==> src/rtl/mrw_pkg.sv <==
// Shared types and constants for the multi-range watchpoint unit.
`default_nettype none

package mrw_pkg;

  localparam int unsigned SLOTS      = 6;
  localparam int unsigned SLOT_IDX_W = (SLOTS > 1) ? $clog2(SLOTS) : 1;
  localparam int unsigned PHYS_W     = 28;
  localparam int unsigned ADDR_W     = 32;
  localparam int unsigned LEN_W      = 29;

  typedef enum logic [1:0] {
    ACT_ADD   = 2'd0,
    ACT_CLEAR = 2'd1,
    ACT_CHECK = 2'd2
  } act_e;

  typedef enum logic [1:0] {
    ST_NONE  = 2'd0,
    ST_STEP  = 2'd1,
    ST_BREAK = 2'd2
  } status_e;

  typedef enum logic [2:0] {
    S_IDLE,
    S_ADD_FIND,
    S_ADD_SPAN,
    S_ADD_SPREAD,
    S_CHK_SCAN,
    S_FINISH
  } fsm_e;

  typedef struct packed {
    logic [1:0]        action;
    logic [ADDR_W-1:0] address;
    logic [LEN_W-1:0]  length;
    logic              watch_writes;
    logic              watch_reads;
    logic              access_is_write;
  } in_item_t;

  typedef struct packed {
    logic              slot_taken;
    logic [1:0]        status;
    logic [PHYS_W-1:0] cover_base;
    logic [PHYS_W-1:0] cover_mask;
    logic              watching;
  } out_item_t;

  // Slot table write port
  typedef struct packed {
    logic                  clr;
    logic                  en;
    logic [SLOT_IDX_W-1:0] idx;
    logic [PHYS_W-1:0]     start;
    logic [ADDR_W-1:0]     stop;
  } slot_wr_t;

  // Two unsigned less-than compares per cycle: a0 < b0, a1 < b1
  typedef struct packed {
    logic [ADDR_W-1:0] a0;
    logic [ADDR_W-1:0] b0;
    logic [ADDR_W-1:0] a1;
    logic [ADDR_W-1:0] b1;
  } cmp_req_t;

  typedef struct packed {
    logic lt0;
    logic lt1;
  } cmp_rsp_t;

endpackage

`default_nettype wire

==> src/rtl/multi_range_watchpoint_unit.sv <==
// Top level: sequencer, cover registers and beat handshakes of the watchpoint unit.
//
//  channel | direction | handshake               | payload
//  --------+-----------+-------------------------+-----------------------
//  in      | input     | in_valid_i / in_stall_o  | in_item_i  (in_item_t)
//  out     | output    | out_valid_o / out_stall_i| out_item_o (out_item_t)
//
// Clear and no-op beats go straight to the finish state; checks scan the slots
// only on a coarse cover hit; adds run the slot search, min/max span walk and
// mask loop (one bit per cycle); span, mask and check steps share one comparator.
// Reset empties the table and disables watching; no clearing pass.
// A finished result waits in the output register while the next beat runs;
// out_stall_i only holds the sequencer in its final state.
`default_nettype none

module multi_range_watchpoint_unit
  import mrw_pkg::*;
(
  input  logic      clk_i,
  input  logic      rst_ni,
  input  logic      in_valid_i,
  output logic      in_stall_o,
  input  in_item_t  in_item_i,
  output logic      out_valid_o,
  input  logic      out_stall_i,
  output out_item_t out_item_o
);

  fsm_e                  state_q, state_d;
  logic [SLOT_IDX_W-1:0] idx_q, idx_d;
  logic [PHYS_W-1:0]     addr_q, addr_d;
  logic [LEN_W-1:0]      len_q, len_d;
  logic                  wr_q, wr_d;
  logic                  rd_q, rd_d;
  logic                  taken_q, taken_d;
  logic [1:0]            status_q, status_d;
  logic [ADDR_W-1:0]     lo_q, lo_d;
  logic [ADDR_W-1:0]     hi_q, hi_d;
  logic [ADDR_W-1:0]     spread_q, spread_d;
  logic [PHYS_W-1:0]     base_q, base_d;
  logic [PHYS_W-1:0]     mask_q, mask_d;
  logic                  trap_wr_q, trap_wr_d;
  logic                  trap_rd_q, trap_rd_d;
  logic                  enabled_q, enabled_d;
  logic                  out_valid_q, out_valid_d;
  out_item_t             out_item_q, out_item_d;

  slot_wr_t          tbl_wr;
  logic [PHYS_W-1:0] rd_start;
  logic [ADDR_W-1:0] rd_stop;
  cmp_req_t          cmp_req;
  cmp_rsp_t          cmp_rsp;

  logic              accept;
  logic              slot_free;
  logic              last_slot;
  logic              dir_ok;
  logic              coarse_hit;
  logic              out_load;
  logic [PHYS_W-1:0] addr_in;
  logic [ADDR_W-1:0] stop_val;

  mrw_slot_table u_table (
    .clk_i      (clk_i),
    .rst_ni     (rst_ni),
    .wr_i       (tbl_wr),
    .rd_idx_i   (idx_q),
    .rd_start_o (rd_start),
    .rd_stop_o  (rd_stop)
  );

  mrw_cmp_unit u_cmp (
    .req_i (cmp_req),
    .rsp_o (cmp_rsp)
  );

  assign in_stall_o  = (state_q != S_IDLE);
  assign accept      = in_valid_i && !in_stall_o;
  assign addr_in     = in_item_i.address[PHYS_W-1:0];
  assign dir_ok      = in_item_i.access_is_write ? trap_wr_q : trap_rd_q;
  assign coarse_hit  = enabled_q && dir_ok && ((addr_in & mask_q) == base_q);
  assign slot_free   = (rd_start == '0);
  assign last_slot   = (idx_q == SLOT_IDX_W'(SLOTS - 1));
  assign out_load    = !out_valid_q || !out_stall_i;
  // end address wraps modulo 2^32
  assign stop_val    = ADDR_W'({{(ADDR_W-PHYS_W){1'b0}}, addr_q})
                     + ADDR_W'({{(ADDR_W-LEN_W){1'b0}}, len_q})
                     - ADDR_W'(1);

  always_comb begin
    state_d     = state_q;
    idx_d       = idx_q;
    addr_d      = addr_q;
    len_d       = len_q;
    wr_d        = wr_q;
    rd_d        = rd_q;
    taken_d     = taken_q;
    status_d    = status_q;
    lo_d        = lo_q;
    hi_d        = hi_q;
    spread_d    = spread_q;
    base_d      = base_q;
    mask_d      = mask_q;
    trap_wr_d   = trap_wr_q;
    trap_rd_d   = trap_rd_q;
    enabled_d   = enabled_q;
    out_valid_d = out_valid_q;
    out_item_d  = out_item_q;
    tbl_wr      = '0;
    cmp_req     = '0;

    if (out_valid_q && !out_stall_i) begin
      out_valid_d = 1'b0;
    end

    case (state_q)
      S_IDLE: begin
        if (accept) begin
          addr_d   = addr_in;
          len_d    = in_item_i.length;
          wr_d     = in_item_i.watch_writes;
          rd_d     = in_item_i.watch_reads;
          idx_d    = '0;
          taken_d  = 1'b0;
          status_d = ST_NONE;
          case (act_e'(in_item_i.action))
            ACT_ADD: begin
              state_d = S_ADD_FIND;
            end
            ACT_CLEAR: begin
              tbl_wr.clr = 1'b1;
              base_d     = '0;
              mask_d     = '0;
              trap_wr_d  = 1'b0;
              trap_rd_d  = 1'b0;
              enabled_d  = 1'b0;
              state_d    = S_FINISH;
            end
            ACT_CHECK: begin
              if (coarse_hit) begin
                status_d = ST_STEP;
                state_d  = S_CHK_SCAN;
              end else begin
                state_d = S_FINISH;
              end
            end
            default: begin
              state_d = S_FINISH;
            end
          endcase
        end
      end

      S_ADD_FIND: begin
        if (slot_free || last_slot) begin
          if (slot_free) begin
            tbl_wr.en    = 1'b1;
            tbl_wr.idx   = idx_q;
            tbl_wr.start = addr_q;
            tbl_wr.stop  = stop_val;
            taken_d      = 1'b1;
          end
          idx_d   = '0;
          lo_d    = '1;
          hi_d    = '0;
          state_d = S_ADD_SPAN;
        end else begin
          idx_d = idx_q + SLOT_IDX_W'(1);
        end
      end

      S_ADD_SPAN: begin
        cmp_req.a0 = ADDR_W'(rd_start);
        cmp_req.b0 = lo_q;
        cmp_req.a1 = hi_q;
        cmp_req.b1 = rd_stop;
        if (!slot_free && cmp_rsp.lt0) begin
          lo_d = ADDR_W'(rd_start);
        end
        if ((rd_stop != '0) && cmp_rsp.lt1) begin
          hi_d = rd_stop;
        end
        if (last_slot) begin
          spread_d = '0;
          state_d  = S_ADD_SPREAD;
        end else begin
          idx_d = idx_q + SLOT_IDX_W'(1);
        end
      end

      S_ADD_SPREAD: begin
        // widen the don't-care field until the span fits; stops by itself
        // once spread is all ones
        cmp_req.a0 = lo_q | spread_q;
        cmp_req.b0 = hi_q;
        if (cmp_rsp.lt0) begin
          spread_d = {spread_q[ADDR_W-2:0], 1'b1};
        end else begin
          mask_d    = ~spread_q[PHYS_W-1:0];
          base_d    = lo_q[PHYS_W-1:0] & ~spread_q[PHYS_W-1:0];
          trap_wr_d = wr_q;
          trap_rd_d = rd_q;
          enabled_d = 1'b1;
          state_d   = S_FINISH;
        end
      end

      S_CHK_SCAN: begin
        cmp_req.a0 = ADDR_W'(addr_q);
        cmp_req.b0 = ADDR_W'(rd_start);
        cmp_req.a1 = rd_stop;
        cmp_req.b1 = ADDR_W'(addr_q);
        if (!slot_free && !cmp_rsp.lt0 && !cmp_rsp.lt1) begin
          status_d = ST_BREAK;
          state_d  = S_FINISH;
        end else if (last_slot) begin
          state_d = S_FINISH;
        end else begin
          idx_d = idx_q + SLOT_IDX_W'(1);
        end
      end

      S_FINISH: begin
        if (out_load) begin
          out_valid_d           = 1'b1;
          out_item_d.slot_taken = taken_q;
          out_item_d.status     = status_q;
          out_item_d.cover_base = base_q;
          out_item_d.cover_mask = mask_q;
          out_item_d.watching   = enabled_q;
          state_d               = S_IDLE;
        end
      end

      default: begin
        state_d = S_IDLE;
      end
    endcase
  end

  always_ff @(posedge clk_i or negedge rst_ni) begin
    if (!rst_ni) begin
      state_q     <= S_IDLE;
      idx_q       <= '0;
      taken_q     <= 1'b0;
      status_q    <= ST_NONE;
      base_q      <= '0;
      mask_q      <= '0;
      trap_wr_q   <= 1'b0;
      trap_rd_q   <= 1'b0;
      enabled_q   <= 1'b0;
      out_valid_q <= 1'b0;
    end else begin
      state_q     <= state_d;
      idx_q       <= idx_d;
      taken_q     <= taken_d;
      status_q    <= status_d;
      base_q      <= base_d;
      mask_q      <= mask_d;
      trap_wr_q   <= trap_wr_d;
      trap_rd_q   <= trap_rd_d;
      enabled_q   <= enabled_d;
      out_valid_q <= out_valid_d;
    end
  end

  always_ff @(posedge clk_i) begin
    addr_q     <= addr_d;
    len_q      <= len_d;
    wr_q       <= wr_d;
    rd_q       <= rd_d;
    lo_q       <= lo_d;
    hi_q       <= hi_d;
    spread_q   <= spread_d;
    out_item_q <= out_item_d;
  end

  assign out_valid_o = out_valid_q;
  assign out_item_o  = out_item_q;

endmodule

`default_nettype wire

==> src/rtl/mrw_cmp_unit.sv <==
// Shared dual magnitude comparator used by the span, spread and check-scan steps.
`default_nettype none

module mrw_cmp_unit
  import mrw_pkg::*;
(
  input  cmp_req_t req_i,
  output cmp_rsp_t rsp_o
);

  assign rsp_o.lt0 = (req_i.a0 < req_i.b0);
  assign rsp_o.lt1 = (req_i.a1 < req_i.b1);

endmodule

`default_nettype wire

==> src/rtl/mrw_slot_table.sv <==
// Range slot table: one write port, one read port, whole-table clear.
`default_nettype none

module mrw_slot_table
  import mrw_pkg::*;
(
  input  logic                  clk_i,
  input  logic                  rst_ni,
  input  slot_wr_t              wr_i,
  input  logic [SLOT_IDX_W-1:0] rd_idx_i,
  output logic [PHYS_W-1:0]     rd_start_o,
  output logic [ADDR_W-1:0]     rd_stop_o
);

  logic [PHYS_W-1:0] start_q [SLOTS];
  logic [ADDR_W-1:0] stop_q  [SLOTS];

  always_ff @(posedge clk_i or negedge rst_ni) begin
    if (!rst_ni) begin
      for (int i = 0; i < SLOTS; i++) begin
        start_q[i] <= '0;
        stop_q[i]  <= '0;
      end
    end else if (wr_i.clr) begin
      for (int i = 0; i < SLOTS; i++) begin
        start_q[i] <= '0;
        stop_q[i]  <= '0;
      end
    end else if (wr_i.en) begin
      start_q[wr_i.idx] <= wr_i.start;
      stop_q[wr_i.idx]  <= wr_i.stop;
    end
  end

  assign rd_start_o = start_q[rd_idx_i];
  assign rd_stop_o  = stop_q[rd_idx_i];

endmodule

`default_nettype wire
==> config.mk <==
export PLATFORM = sky130hd
export DESIGN_NAME = multi_range_watchpoint_unit
export DESIGN_NICKNAME = d
export VERILOG_FILES = /design/src/rtl/mrw_pkg.sv /design/src/rtl/multi_range_watchpoint_unit.sv /design/src/rtl/mrw_cmp_unit.sv /design/src/rtl/mrw_slot_table.sv
export SDC_FILE = /design/constraint.sdc
export NUM_CORES = 1
export LEC_CHECK = 0
export ABC_AREA = 1
export BUFFER_PORTS_ARGS = -buffer_cell sky130_fd_sc_hd__buf_2
export CAP_MARGIN = 25
export CELL_PAD_IN_SITES_DETAIL_PLACEMENT = 1
export CELL_PAD_IN_SITES_GLOBAL_PLACEMENT = 1
export CORE_MARGIN = 3
export CORE_UTILIZATION = 30
export CTS_CLUSTER_SIZE = 12
export DETAILED_ROUTE_END_ITERATION = 10
export PLACE_DENSITY = 0.65
export SLEW_MARGIN = 20
export SYNTH_ARGS = -nofsm -noshare
export SYNTH_HDL_FRONTEND = slang
export SYNTH_HIERARCHICAL = 1
export SYNTH_SLANG_ARGS = --single-unit
==> constraint.sdc <==
create_clock -name clk_i -period 6.4 [get_ports clk_i]
set_clock_uncertainty 0.1 [all_clocks]
set_input_delay 0.32 -clock clk_i [delete_from_list [all_inputs] [get_ports clk_i]]
set_output_delay 0.32 -clock clk_i [all_outputs]
set_load 0.05 [all_outputs]
Word level (Yosys, flattened, before mapping):

Cells that the tools add are included.

* bitwise operators: 6
* equality and inequality tests: 22
* order comparisons: 5
* add/sub/neg operators: 3
* reduce and logical (&&, ||, !) cells: 39
* mux-type cells: 75

Operators by type and width (number)
* $mux W192: 2
* $mux W168: 2
* $mux W32: 9
* $mux W28: 7
* $bwmux W192: 1
* $mux W64: 3
* $pmux W32 S2: 3
* $pmux W64 S3: 1
* $bwmux W168: 1
* $pmux W64 S2: 1
* $pmux W28 S2: 2
* $bmux W32 S3: 1
* $demux W32 S3: 1
* $bmux W28 S3: 1
* $demux W28 S3: 1
* $lt A32 B32 Y1: 2
* $and A28 B28 Y28: 2
* $mux W3: 11
* $or A32 B32 Y32: 1
* $reduce_bool A32 Y1: 1
* $sub A30 B1 Y31 const B: 1
* $add A28 B29 Y30: 1
* $eq A28 B28 Y1: 1
* $logic_not A28 Y1: 1
* other kinds (32): 93

* output and inout bits: 62
* input bits: 70
* word-level logic and storage cells: 184
* register bits: 644

Depth between registers and ports, before layout:

Gate-level depths: netlist (run 1).

* word-level depth: 16
* depth in mapped cells: 29
* depth with buffers taken out: 26

Cells and area by module:

The synthesis (run 1) kept the hierarchy.

By module, submodules not included
* mrw_slot_table: sequential area each 9008.6 um^2, instances 1, cells each 2537, area an instance 18401.4 um^2
* multi_range_watchpoint_unit: sequential area each 8092.8 um^2, instances 1, cells each 1755, area an instance 15061.9 um^2
* mrw_cmp_unit: sequential area each 0.0 um^2, instances 1, cells each 257, area an instance 1620.3 um^2

Worst setup path after synthesis (run 1):

OpenSTA, ideal clock, no wires.

* path kind: register -> register
* start: register state_q[0]
* end: register hi_q[0], enable pin
* arrival time: 4.083 ns
* setup time: 0.432 ns
* path slack: 1.785 ns
* data required time: 5.868 ns
* clock period less this slack: 4.615 ns
* stages on the path, launching flop included: 22
* buffers on the path: 3
* cells stage by stage: dfrtp_1 > inv_2 > nand2_1 > inv_1 > nand2_1 > buf_2 > inv_1 > buf_2 > buf_2 > nand2_1 > o21ai_0 > inv_1 > ha_1 > a21oi_1 > o21a_1 > nor2_1 > nor2_1 > nand2_1 > a21oi_2 > nand2_1 > o21bai_1 > a21oi_1

RTL lines
* from (decl): RTL line multi_range_watchpoint_unit.sv:29 `fsm_e state_q, state_d;`
* from (signal assigned): RTL line multi_range_watchpoint_unit.sv:254 `state_q <= state_d;`
* to (signal assigned): RTL line multi_range_watchpoint_unit.sv:273 `hi_q <= hi_d;`
* to (decl): RTL line multi_range_watchpoint_unit.sv:38 `logic [ADDR_W-1:0] hi_q, hi_d;`

==> impl_metrics.py, run 1 <==
metrics = {
    "outcome": {
        "status": "complete, no violations",
    },
    "yosys": {
        "synth_cells": 4549,
        "synth_seq_area_share": 0.487,
        "ys_ff_latch": 641,
        "yosysUniqueCellTypes": 41,
        "synth_area_mm2": 0.0351,
        "synth_area_per_cell_um2": 7.71,
        "yosysWarningCount": 6,
        "synth_nets": 4742,
    },
    "worst_setup_path": {
        "r2r_cells": 20,
        "r2r_slack_ns": 0.93,
        "r2r_end": "u_table/start_q[132]$_DFFE_PN0P_",
        "critical_path_class": "register to register",
        "r2r-start": "idx_q[0]$_DFFE_PN0P_",
        "critPathLaunch": "idx_q[0]$_DFFE_PN0P_",
        "required_ns": 6.84,
        "cp_max_fo": 55,
        "worstSetupStartpointType": "register",
        "end_kind": "register",
        "cp.arrival_ns": 5.91,
    },
    "floorplan": {
        "start_util": 0.305,
        "fp.dieW_um": 348,
        "core_mm2": 0.115,
        "die_area_mm2": 0.121,
        "die_y_um": 348,
        "row_count": 124,
        "io_pins": 132,
    },
    "clock_tree": {
        "clock_sinks": 641,
        "cts_tree": "built",
        "cts_resized": 0,
        "cts_made_buffers": 77,
        "cts_hold_buf": 61,
        "cts_buffer_depth": 3,
        "cts_root_buffer": "clkbuf_16",
        "clkTransAtPathRegs_ns": 0.06,
        "cts-htree-levels": 3,
        "clock_latency_ns": 0.64,
        "postCtsSetupRepairBufs": 0,
    },
    "sta": {
        "tns_ns": 0,
        "min_period_ns": 5.47,
        "report.final.setup_viol": 0,
        "rsz0062_at_grt": "false",
        "maxSlewViolCount": 0,
        "worstMarginPinSlew_ns": 1.13,
        "slew_headroom": 0.244,
        "finalHoldViolations": 0,
        "fmax_mhz": 183,
        "fin_crit_sh": 0.855,
    },
    "finish": {
        "stdcell_area_mm2": 0.0403,
        "nNetsFinal": 4839,
        "fill_cells": 14000,
        "mostFrequentLayoutCells": "1,424 x nand2_1, 745 x inv_1, 448 x nand3_1",
        "final_common_cell": "nand2_1",
        "syn_to_final_growth_pct": 14.9,
        "drive_above_1_share": 0.0856,
    },
    "hold_path": {
        "holdPathStages": 5,
        "hold_path.class": "input port to register",
        "whs_endpoint": "state_q[2]$_DFFE_PN0P_",
        "min-delay-start": "in_item_i[65]",
    },
    "pwr": {
        "switching_power_uw": 7340,
        "combPwrFrac": 0.420,
        "ir_drop_v": 0.000232,
        "power.share.switching": 0.433,
        "leakage_uw": 0.0197,
        "power_density_mw_per_mm2": 420,
        "seq_power_share": 0.324,
        "intPower_uw": 9590,
        "pwr-share-clk": 0.256,
    },
    "detailed_routing": {
        "drcViolationCount": 0,
        "via_count": 30900,
        "first_iter_violations": 2036,
        "via_per_inst": 4.97,
        "first_pass_iters": 5,
        "postRouteAntennaNets": 0,
        "wire_per_inst_um": 20.4,
        "wl_um": 127000,
    },
    "global_route": {
        "grt_max_degree": 101,
        "grt_pass1_vias": 31900,
        "grt_pass1_wl_um": 196000,
        "antenna_found_initial": 5,
        "grt-ovfl-total": 0,
        "gr-usage-all-layers": 0.208,
    },
    "job": {
        "cap_viol_max_count": 0,
    },
    "place": {
        "place_congestion": 0.855,
        "place_area_mm2": 0.0372,
        "port_buffers": 127,
        "dp_hpwl_um": 83600,
    },
}
[state kept, by name, summed over array words and instances, names as in the netlist, 28 cells and up]
name,flops
u_table/stop_q,192
mask_q,28
spread_q,32
addr_q,28
u_table/start_q,168
hi_q,32
base_q,28
len_q,29
out_item_o,60
lo_q,29
[synth_stat cells]
library cell / n / area [um2]
xor2_1: 3 / 26.3
inv_1: 745 / 2800
buf_6: 6 / 67.6
nor4_1: 7 / 43.8
a211oi_2: 1 / 12.5
edfxtp_1: 212 / 6370
nor3_1: 8 / 40.0
buf_1: 27 / 101
a21o_1: 2 / 15.0
ha_1: 122 / 1530
a21oi_1: 83 / 415
inv_4: 1 / 6.26
o21ai_1: 50 / 250
buf_4: 9 / 67.6
o21bai_1: 5 / 37.5
nor2_2: 2 / 12.5
nand3_1: 448 / 2240
clkbuf_1: 58 / 218
dfrtp_1: 429 / 10700
and3_1: 3 / 18.8
nand4_1: 4 / 25.0
nand2_1: 1427 / 5360
nand2_2: 2 / 12.5
a22oi_1: 1 / 7.51
nor3_2: 3 / 30.0
buf_2: 127 / 636
fa_1: 1 / 20.0
clkinv_1: 2 / 7.51
nand3_2: 4 / 40.0
a21boi_0: 1 / 7.51
xnor2_1: 5 / 43.8
nand3b_1: 1 / 7.51
or2_2: 61 / 382
o21a_1: 9 / 67.6
o221ai_1: 28 / 245
inv_2: 16 / 60.1
a21oi_2: 3 / 26.3
o21ai_0: 200 / 1000
o211ai_1: 89 / 668
o22ai_1: 60 / 375
nor2_1: 284 / 1070
[kinds of logic after synthesis]
logic type	count (synthesis)	share of synthesized area
XOR/XNOR	8	0.00200
flip-flops	641	0.487
buffers and inverters	991	0.113
AO/OA/AOI/OAI	532	0.0892
adder cells (fa/ha/maj)	123	0.0441
AND/OR/NAND/NOR	2254	0.264
[power by group through the flow]
| stage | registers, uW | clock network (uW) | logic [uW] |
|---|---|---|---|
| 6_report | 5480 | 4340 | 7100 |
| 5_1_grt | 5560 | 4620 | 7910 |
| 3_5_place_dp | 5560 | 0 | 7040 |
| 3_3_place_gp | 5530 | 0 | 6910 |
| 2_1_floorplan | 5650 | 0 | 4380 |
| 4_1_cts | 5490 | 4440 | 7110 |
[worst max-delay path, stage by stage (launching register included)]
cell and delay (ns):
dfrtp_4 0.75, buf_4 0.67, nand2_1 0.11, nand3_1 0.13, nand2_1 0.06, nand2_1 0.06
nand2_1 0.13, nor2_1 0.30, nand2_1 0.10, nor2_1 0.25, nand2_1 0.13, nor2_1 0.16
inv_1 0.08, nor2_2 0.12, inv_2 0.22, nor2_1 0.37, nand3_1 0.19, inv_2 0.73
buf_4 0.44, nand2_1 0.08, o21ai_1 0.09
[through the flow]
stage               hold slack [ns]  worst slack (ns)  cells   util  total power (uW)
finish                        0.136             0.931   6221  0.350             16900
detailed placement            0.324              1.03   6017  0.323             12600
global route                  0.166             0.575   6220  0.350             18100
global placement              0.328              1.11   6017  0.323             12400
floorplan                   -0.0756              1.79   4549      -             10000
CTS                           0.103             0.971   6219  0.350             17000
[layer usage]
| layer | track usage | wire [um] | share of wire |
|---|---|---|---|
| met5 | 0 | 0 | 0 |
| met1 | 0.285 | 58500 | 0.46 |
| met4 | 0.0511 | 2930 | 0.023 |
| met3 | 0.0288 | 5800 | 0.046 |
| met2 | 0.347 | 59400 | 0.47 |
[cell type report]
type | count | area [um2] | share of cell area
flip-flops and latches | 641 | 17100 | 0.424
well taps | 1512 | 1890 | 0.0469
multi-input cells | 2917 | 14100 | 0.350
clock buffers | 117 | 2270 | 0.0563
inverters | 764 | 2880 | 0.0715
repair buffers | 245 | 1870 | 0.0463
clock inverters | 24 | 179 | 0.00444
diodes | 1 | 2.50 | 0.0000621
[how the worst max path moves through the flow]
stage | to | cells after the start
global placement | u_table/stop_q[152]$_DFFE_PN0P_ | 20
global route | u_table/start_q[132]$_DFFE_PN0P_ | 20
floorplan | hi_q[0]$_SDFFCE_PP0P_ | 21
detailed placement | u_table/start_q[125]$_DFFE_PN0P_ | 20
finish | u_table/start_q[132]$_DFFE_PN0P_ | 20
CTS | u_table/start_q[132]$_DFFE_PN0P_ | 20
Note: power is estimated with default switching activity, not from simulation.
==> run 2, diff against run 1 <==
Settings changed: PLACE_DENSITY 0.65 to 0.64, SYNTH_HIERARCHICAL 1 to unset.
==> impl_metrics.py, run 2 <==
metrics = {
    "hold_path": {
        "min-delay-start": "in_item_i[64]",
        "hold_path.class": "input port to register",
        "whs_endpoint": "state_q[2]$_DFFE_PN0P_",
        "holdPathStages": 5,
    },
    "floorplan": {
        "row_count": 119,
        "die_area_mm2": 0.111,
        "core_mm2": 0.106,
        "die_y_um": 334,
        "fp.dieW_um": 334,
        "start_util": 0.304,
        "io_pins": 132,
    },
    "yosys": {
        "synth_largest_area_cell": "dfrtp_1",
        "synth_area_per_cell_um2": 8.53,
        "yosysUniqueCellTypes": 56,
        "synth_cells": 3774,
        "async_flop_share": 0.667,
        "synth_seq_area_share": 0.526,
        "synth_top_flop_cell": "dfrtp_1",
        "synth_top_area_frac": 0.329,
        "synth_enable_flop_cells": 211,
        "synth_commonest_cells": "776 x nand2_1, 616 x inv_1, 471 x o21ai_0",
        "synth_area_leaders": "dfrtp_1 33%, edfxtp_1 20%, nand2_1 9.0%",
        "ys_ff_latch": 634,
        "synth_area_mm2": 0.0322,
        "yosysWarningCount": 0,
        "synth_nets": 3966,
        "yosysMostFrequentCell": "nand2_1",
    },
    "worst_setup_path": {
        "worstSetupStartpointType": "register",
        "r2r_cells": 21,
        "end_kind": "register",
        "cp.arrival_ns": 5.67,
        "cp_slowest_cell": "dfrtp_1",
        "r2r_slack_ns": 1.13,
        "cp_max_fo": 30,
        "path_cells": "nor2_2 > inv_2 > buf_4 > a21oi_1 > o21ai_0 > nand3_1 > nand2_1 > nand3b_1 > ha_1 > nand2_1 > nor2_1 > nand2_1 > nand2_1 > nand2_1 > nand2_1 > nand2_1 > nand3_1 > nand2_1 > a21oi_4 > buf_4 > o21ai_0",
        "crit_top_cell": "nand2_1",
        "r2r-start": "idx_q[1]$_DFFE_PN0P_",
        "required_ns": 6.80,
        "critical_path_class": "register to register",
        "worst_path_largest_cell_delay_ns": 0.76,
        "r2r_end": "mask_q[9]$_DFFE_PN0P_",
    },
    "detailed_routing": {
        "wire_per_inst_um": 22.1,
        "drcViolationCount": 0,
        "via_count": 27200,
        "first_iter_violations": 1990,
        "via_per_inst": 5.05,
        "wl_um": 119000,
        "first_pass_iters": 5,
        "postRouteAntennaNets": 0,
    },
    "finish": {
        "fill_cells": 12500,
        "final_cells": 5385,
        "syn_to_final_growth_pct": 17.1,
        "mostFrequentLayoutCells": "774 x nand2_1, 615 x inv_1, 470 x o21ai_0",
        "final_common_cell": "nand2_1",
        "nNetsFinal": 4128,
        "fin_util": 0.356,
        "largest_reg_flops": 186,
        "top_register": "u_table.stop_q",
        "drive_above_1_share": 0.0974,
        "insertedDiodeCount": 0,
    },
    "clock_tree": {
        "cts_made_buffers": 73,
        "clock_sinks": 634,
        "cts-htree-levels": 3,
        "clkTransAtPathRegs_ns": 0.07,
        "cts_root_buffer": "clkbuf_16",
        "cts_tree": "built",
        "cts_buffer_depth": 3,
        "clock_latency_ns": 0.65,
    },
    "pwr": {
        "leakage_uw": 0.0172,
        "power_density_mw_per_mm2": 502,
        "power_uw": 18900,
        "ir_drop_v": 0.000389,
    },
    "global_route": {
        "grt_max_degree": 124,
        "grt_pass1_wl_um": 181000,
        "grt_pass1_vias": 28200,
        "antenna_found_initial": 0,
        "gr-usage-all-layers": 0.213,
        "grt-ovfl-total": 0,
    },
    "sta": {
        "slew_headroom": 0.329,
        "rsz0062_at_grt": "false",
        "fin_hold_ws_ns": 0.148,
        "report.final.setup_viol": 0,
        "worstMarginPinSlew_ns": 1.01,
        "tns_ns": 0,
        "fin_crit_sh": 0.824,
        "min_period_ns": 5.27,
        "finalHoldViolations": 0,
        "fmax_mhz": 190,
        "maxSlewViolCount": 0,
    },
    "place": {
        "port_buffers": 127,
        "place_congestion": 0.858,
        "dp_hpwl_um": 81800,
        "dp.cells": 5191,
    },
    "outcome": {
        "status": "complete, no violations",
    },
    "job": {
        "cap_viol_max_count": 0,
    },
}
run 2: cell count changes in the layout (fill, tap and decap cells not counted), sizes merged, moves of 19 or more:
cell,change
o221ai,-26
o211ai,-61
nand3,-322
xor2,+20
or2,-49
nand2,-648
inv,-134
buf,+33
nor2,-76
o21ai,+290
a221oi,+20
nand4,+39
a21oi,+143
nand3b,+19
run 2: timing repair:
action | CTS | global route
buffers inserted | 0 | 0
hold buffers | 61 | 0
resized for setup | 0 | 0
endpoints found under the setup margin | 0 | 0
endpoints found under the hold margin | 139 | 0
run 2: metrics by stage:
stage,cell area (um2),setup slack [ns]
2_1_floorplan,32200,1.03
3_3_place_gp,34600,1.30
3_5_place_dp,34600,1.19
5_1_grt,37700,0.668
6_report,37700,1.13
4_1_cts,37700,1.10
run 2: worst max path at each step:
stage	from	endpoint	cells after the start
after global routing	idx_q[1]$_DFFE_PN0P_	mask_q[9]$_DFFE_PN0P_	22
final	idx_q[1]$_DFFE_PN0P_	mask_q[9]$_DFFE_PN0P_	21
after global placement	idx_q[1]$_DFFE_PN0P_	base_q[22]$_DFFE_PN0P_	22
after detailed placement	idx_q[1]$_DFFE_PN0P_	base_q[23]$_DFFE_PN0P_	22
after CTS	idx_q[1]$_DFFE_PN0P_	mask_q[9]$_DFFE_PN0P_	22
after floorplan	idx_q[0]$_DFFE_PN0P_	hi_q[0]$_SDFFCE_PP0P_	22
run 2: layer usage:
metal  wire length [um]  vias up  global-route usage
met5                  0        -                   0
met3               4830      149              0.0234
met1              53400    13800               0.285
met4               4400        0              0.0794
li1                   -    12700                   -
met2              56500      573               0.355
run 2: critical path, delay by kind of cell (launching register included):
| family | cells | cell delay [ns] |
|---|---|---|
| adders and majority gates | 1 | 0.33 |
| and+or+nand+nor | 13 | 1.90 |
| AOI/OAI and AO/OA | 4 | 0.97 |
| DFF | 1 | 0.76 |
| buffers and inverters | 3 | 1.01 |
run 2: logic make-up (layout without fill, tap and decap cells):
group           after synthesis  count (layout)  share of synthesized area
buf+inv                     822            1042                      0.101
fa+ha+maj                   122             122                     0.0476
simple gates               1225            1225                      0.158
compound gates              936             936                      0.159
xor+xnor                     35              35                    0.00952
flops                       634             634                      0.526
run 2: cell type report:
type | count | area [um2] | area share
Inverter | 631 | 2380 | 0.0631
Clock buffer | 109 | 2220 | 0.0588
Timing Repair Buffer | 278 | 2020 | 0.0535
Multi-Input combinational cell | 2318 | 12100 | 0.322
Clock inverter | 24 | 260 | 0.00691
Sequential cell | 634 | 16900 | 0.449
Tap cell | 1391 | 1740 | 0.0462
run 2: where the power goes:
part	switching (uW)	leakage [uW]	internal (uW)
Sequential	739	0.00752	5770
Clock	1810	0.00122	2570
Combinational	5660	0.00846	2360
